[src/dcd_pkg.sv]
`timescale 1ns / 1ps
`default_nettype none

package dcd_pkg;

   // field widths
   localparam int ATTR_W_MAX  = 64;
   localparam int CLASS_W     = 8;
   localparam int PRIOR_W     = 11;
   localparam int CONF_W      = 12;
   localparam int STORED_W    = 11;
   localparam int VERDICT_W   = 2;

   // parameter defaults
   localparam int DEPTH_DEFAULT      = 1024;
   localparam int ATTR_WIDTH_DEFAULT = 64;

   // function codes
   localparam logic FUNC_CHECK = 1'b0;
   localparam logic FUNC_ADD   = 1'b1;

   // verdict codes
   localparam logic [VERDICT_W-1:0] VERDICT_DISTINCT     = 2'd0;
   localparam logic [VERDICT_W-1:0] VERDICT_INCONSISTENT = 2'd1;
   localparam logic [VERDICT_W-1:0] VERDICT_DUPLICATE    = 2'd2;

   // conflict count saturation
   localparam logic [CONF_W-1:0] CONF_MAX = {CONF_W{1'b1}};

   // word traveling down the cell chain
   typedef struct packed {
      logic                  valid;
      logic                  func;
      logic [ATTR_W_MAX-1:0] attributes;
      logic [CLASS_W-1:0]    class_label;
      logic [CONF_W-1:0]     conflicts;
      logic                  dup;
      logic                  full;
      logic [STORED_W-1:0]   stored;
   } token_type;

endpackage

`default_nettype wire

[src/dcd_cell.sv]
`timescale 1ns / 1ps
`default_nettype none

module dcd_cell #(
   parameter  int DEPTH      = dcd_pkg::DEPTH_DEFAULT,
   parameter  int ATTR_WIDTH = dcd_pkg::ATTR_WIDTH_DEFAULT,
   parameter  int INDEX      = 0,
   localparam int CNT_W      = $clog2(DEPTH + 1)
) (
   input  wire logic                      clock,
   input  wire logic                      reset,
   input  wire logic                      advance,
   input  wire logic                      wr_en,
   input  wire logic [CNT_W-1:0]          wr_index,
   input  wire logic [ATTR_WIDTH-1:0]     wr_attr,
   input  wire logic [dcd_pkg::CLASS_W-1:0] wr_class,
   input  wire dcd_pkg::token_type        tok_in,
   input  wire logic [CNT_W-1:0]          lim_in,
   output dcd_pkg::token_type             tok_out,
   output logic [CNT_W-1:0]               lim_out
);
   import dcd_pkg::*;

   localparam logic [CNT_W-1:0] MY_INDEX = CNT_W'(INDEX);

   logic [ATTR_WIDTH-1:0] entry_attr_ff;
   logic [CLASS_W-1:0]    entry_class_ff;
   token_type             tok_ff, tok_in_w;
   logic [CNT_W-1:0]      lim_ff;
   logic                  hit;

   // stored entry, written when the append pointer lands here
   always_ff @(posedge clock) begin
      if (wr_en && wr_index == MY_INDEX) begin
         entry_attr_ff  <= wr_attr;
         entry_class_ff <= wr_class;
      end
   end

   // only entries older than the word's snapshot take part
   assign hit = tok_in.valid && tok_in.func == FUNC_CHECK && !tok_in.dup &&
                MY_INDEX < lim_in &&
                entry_attr_ff == tok_in.attributes[ATTR_WIDTH-1:0];

   always_comb begin
      tok_in_w = tok_in;
      if (hit) begin
         if (entry_class_ff == tok_in.class_label) begin
            tok_in_w.dup = 1'b1;
         end else if (tok_in.conflicts != CONF_MAX) begin
            tok_in_w.conflicts = tok_in.conflicts + CONF_W'(1);
         end
      end
   end

   always_ff @(posedge clock) begin
      if (reset) begin
         tok_ff.valid <= 1'b0;
      end else if (advance) begin
         tok_ff <= tok_in_w;
         lim_ff <= lim_in;
      end
   end

   assign tok_out = tok_ff;
   assign lim_out = lim_ff;

endmodule

`default_nettype wire

[config.mk]
export PLATFORM = sky130hd
export DESIGN_NAME = dcd_cell
export DESIGN_NICKNAME = d
export VERILOG_FILES = /design/src/dcd_pkg.sv /design/src/dcd_cell.sv
export SDC_FILE = /design/constraint.sdc
export NUM_CORES = 1
export LEC_CHECK = 0
export CAP_MARGIN = 10
export CORE_ASPECT_RATIO = 1.75
export CORE_MARGIN = 3
export CORE_UTILIZATION = 30
export CTS_CLUSTER_SIZE = 40
export DETAILED_ROUTE_END_ITERATION = 12
export DONT_BUFFER_PORTS = 1
export GPL_TIMING_DRIVEN = 0
export PLACE_DENSITY = 0.5
export SLEW_MARGIN = 10
export SYNTH_ARGS = -nofsm -noshare
export SYNTH_HDL_FRONTEND = slang
export SYNTH_SLANG_ARGS = --single-unit
[constraint.sdc]
create_clock -name clock -period 7.7 [get_ports clock]
set_input_delay 0.77 -clock clock [delete_from_list [all_inputs] [get_ports clock]]
set_output_delay 0.77 -clock clock [all_outputs]
set_load 0.01 [all_outputs]
==> reports/qor.yml <==
yosys_register_bits: 182
fmax_mhz: 407.0
root_buffer: "clkbuf_16"
finClkSkew_ns: 0.007285
p_sw_mw: 0.4394
vias: 3176
ys_warn_count: 0
grt_pass1_vias: 3483
setup_viol: 0
power.internal_mw: 1.703
syn_nets: 550
clk_pin_slew_ns: 0.07
power_mw: 2.142
numCtsBuffers: 17
postCtsHoldBufs: 0
ir_worst_vdd_mv: 0.1608
antenna_found_initial: 0
clkSinkCount: 182
yosysTopAreaCellShare: 0.8024
path_cells: "xor2_1 > nor4_1 > nand4_1 > nor3_2 > buf_6 > nand3_2 > mux2_4"
cpPeakStageDelay_ns: 0.49
routedWlPerCell_um: 23.46
clockBufferDepth: 2
cellLeakagePower_nw: 2.491
dieWidth_um: 119.6
die_area_mm2: 0.02449
fin_util: 0.3554
htreeDepth: 4
drv_cap: 0
dp_hpwl_mm: 12.72
p_per_area_mw_per_mm2: 272.0
ys_async_sr_fraction: 0
core_mm2: 0.02216
post_cts_resized: 0
via_per_inst: 4.643
grt_pass1_wl_mm: 22.25
status: "finished clean"
fin_crit_sh: 0.3191
routed_wirelength_mm: 16.05
yosysSeqAreaShare: 0.8053
combinationalPowerShare: 0.020
path_class: "reg -> reg"
worstSetupStartpointType: "register"
drv_slew: 0
hold_path_class: "in -> reg"
clk_latency_ns: 0.44
first_pass_iters: 6
hold_ws_ns: 0.3961
ant_nets: 0
drtIter0Drc: 112
finalNonFillerCells: 684
fin_crit_ns: 2.457
dp_cells: 652
place_congestion: 0.8158
yosys-top-cells-count: "181 x edfxtp_1, 62 x xor2_1, 18 x xnor2_1"
num-fill-cells: 2100
switching_share: 0.2052
critPathBufInv: 1
path_max_fanout: 10
power_frac_clock: 0.430
rows: 72
rsz0062_at_grt: "no"
tightest_slew_ns: 0.8718
synth_most_common_cell: "edfxtp_1"
track_usage: 0.1305
end_kind: "register"
antenna_cells: 0
netlist_top_cells_area: "edfxtp_1 80%, xor2_1 8.0%, xnor2_1 2.3%"
netlist_area_mm2: 0.006774
avgSynthCellArea_um2: 19.24
slew_headroom: 0.4176
slowest_stage: "nor4_1"
syn_to_final_growth_pct: 16.25
fin_setup_tns_ns: 0
critPathArrivalTime_ns: 2.65
required_ns: 7.89
initial_core_util: 0.3057
io_buffers: 0
finalNetCount: 573
synth_edf_count: 181
crit_family: "simple AND/OR/NAND/NOR gates"
p_seq_frac: 0.549
grt_max_degree: 50
ys_types: 29
postCtsSetupBuffers: 0
die_h_um: 204.8
drcViolationCount: 0
syn_inst: 352
pin_count: 307
cts_tree: "built"
drive_gt1_frac: 0.1237
hold_viol: 0
yosysTopAreaCell: "edfxtp_1"
synth_ff_type: "edfxtp_1"
grt.overflow.total: 0
==> kinds of logic after synthesis <==
group	synth area share
flip-flops	0.8053
buffers and inverters	0.002216
AND/OR/NAND/NOR	0.07666
adder cells (fa/ha/maj)	0.001847
multiplexers	0.009235
XOR/XNOR	0.1034
AO/OA/AOI/OAI	0.001293
==> power groups by stage <==
stage	Clock [mW]	Combinational [mW]	Sequential (mW)
finish	0.922	0.0434	1.18
CTS	0.951	0.0445	1.18
global route	0.987	0.0486	1.18
global placement	0	0.0383	1.21
detailed placement	0	0.0442	1.20
floorplan	0	0.0317	1.19
==> placed cells by master (no fill, tap or decap), drive strengths merged, types with 2 or more instances in the layout <==
master / instances
clkinvlp: 3
clkinv: 2
nor3: 5
nand2: 5
xor2: 62
buf: 5
nor4b: 2
nand3: 12
nor2: 11
nand4: 14
bufinv: 4
and3: 5
and4: 2
edfxtp: 181
inv: 6
xnor2: 18
mux2: 4
nor4: 21
clkbuf: 18
==> flip-flops by register name, summed over array words and instances (netlist names) <==
name,flops
entry_attr_ff,64
entry_class_ff,8
lim_out,11
tok_out,99
==> area by class of cell <==
| cell class | instances | area [µm²] | share of cell area |
|---|---|---|---|
| Timing Repair Buffer | 4 | 95.09 | 0.01207 |
| Buffer | 1 | 11.26 | 0.001430 |
| Multi-Input combinational cell | 168 | 1316 | 0.1671 |
| Sequential cell | 182 | 5455 | 0.6927 |
| Inverter | 1 | 3.754 | 0.0004766 |
| Clock inverter | 14 | 193.9 | 0.02463 |
| Clock buffer | 18 | 429.2 | 0.05450 |
| Tap cell | 296 | 370.4 | 0.04703 |
==> stage by stage <==
| step | setup WS [ns] | instance area, µm² |
|---|---|---|
| finish | 5.243 | 7875 |
| global route | 4.965 | 7875 |
| CTS | 5.082 | 7875 |
| detailed placement | 4.691 | 7252 |
| global placement | -0.3990 | 7144 |
| floorplan | 1.493 | 6774 |
==> metal layers <==
metal	share of wire	routed length, µm	track usage
met1	0.32	5172	0.1201
met2	0.58	9251	0.2405
met3	0.073	1170	0.05359
met4	0.028	452	0.07128
met5	0	0	0
==> worst paths after layout <==
path | from | endpoint | slack [ns] | cells after the start
worst max-delay path | entry_attr_ff[54] | tok_out[19] | 5.24 | 7
worst min-delay path | reset | tok_out[98] | 0.40 | 1
worst max register to register | entry_attr_ff[54] | tok_out[19] | 5.24 | 7
worst min register to register | tok_out[98] | tok_out[98] | 0.56 | 2
(Power assumes the default switching activity.)
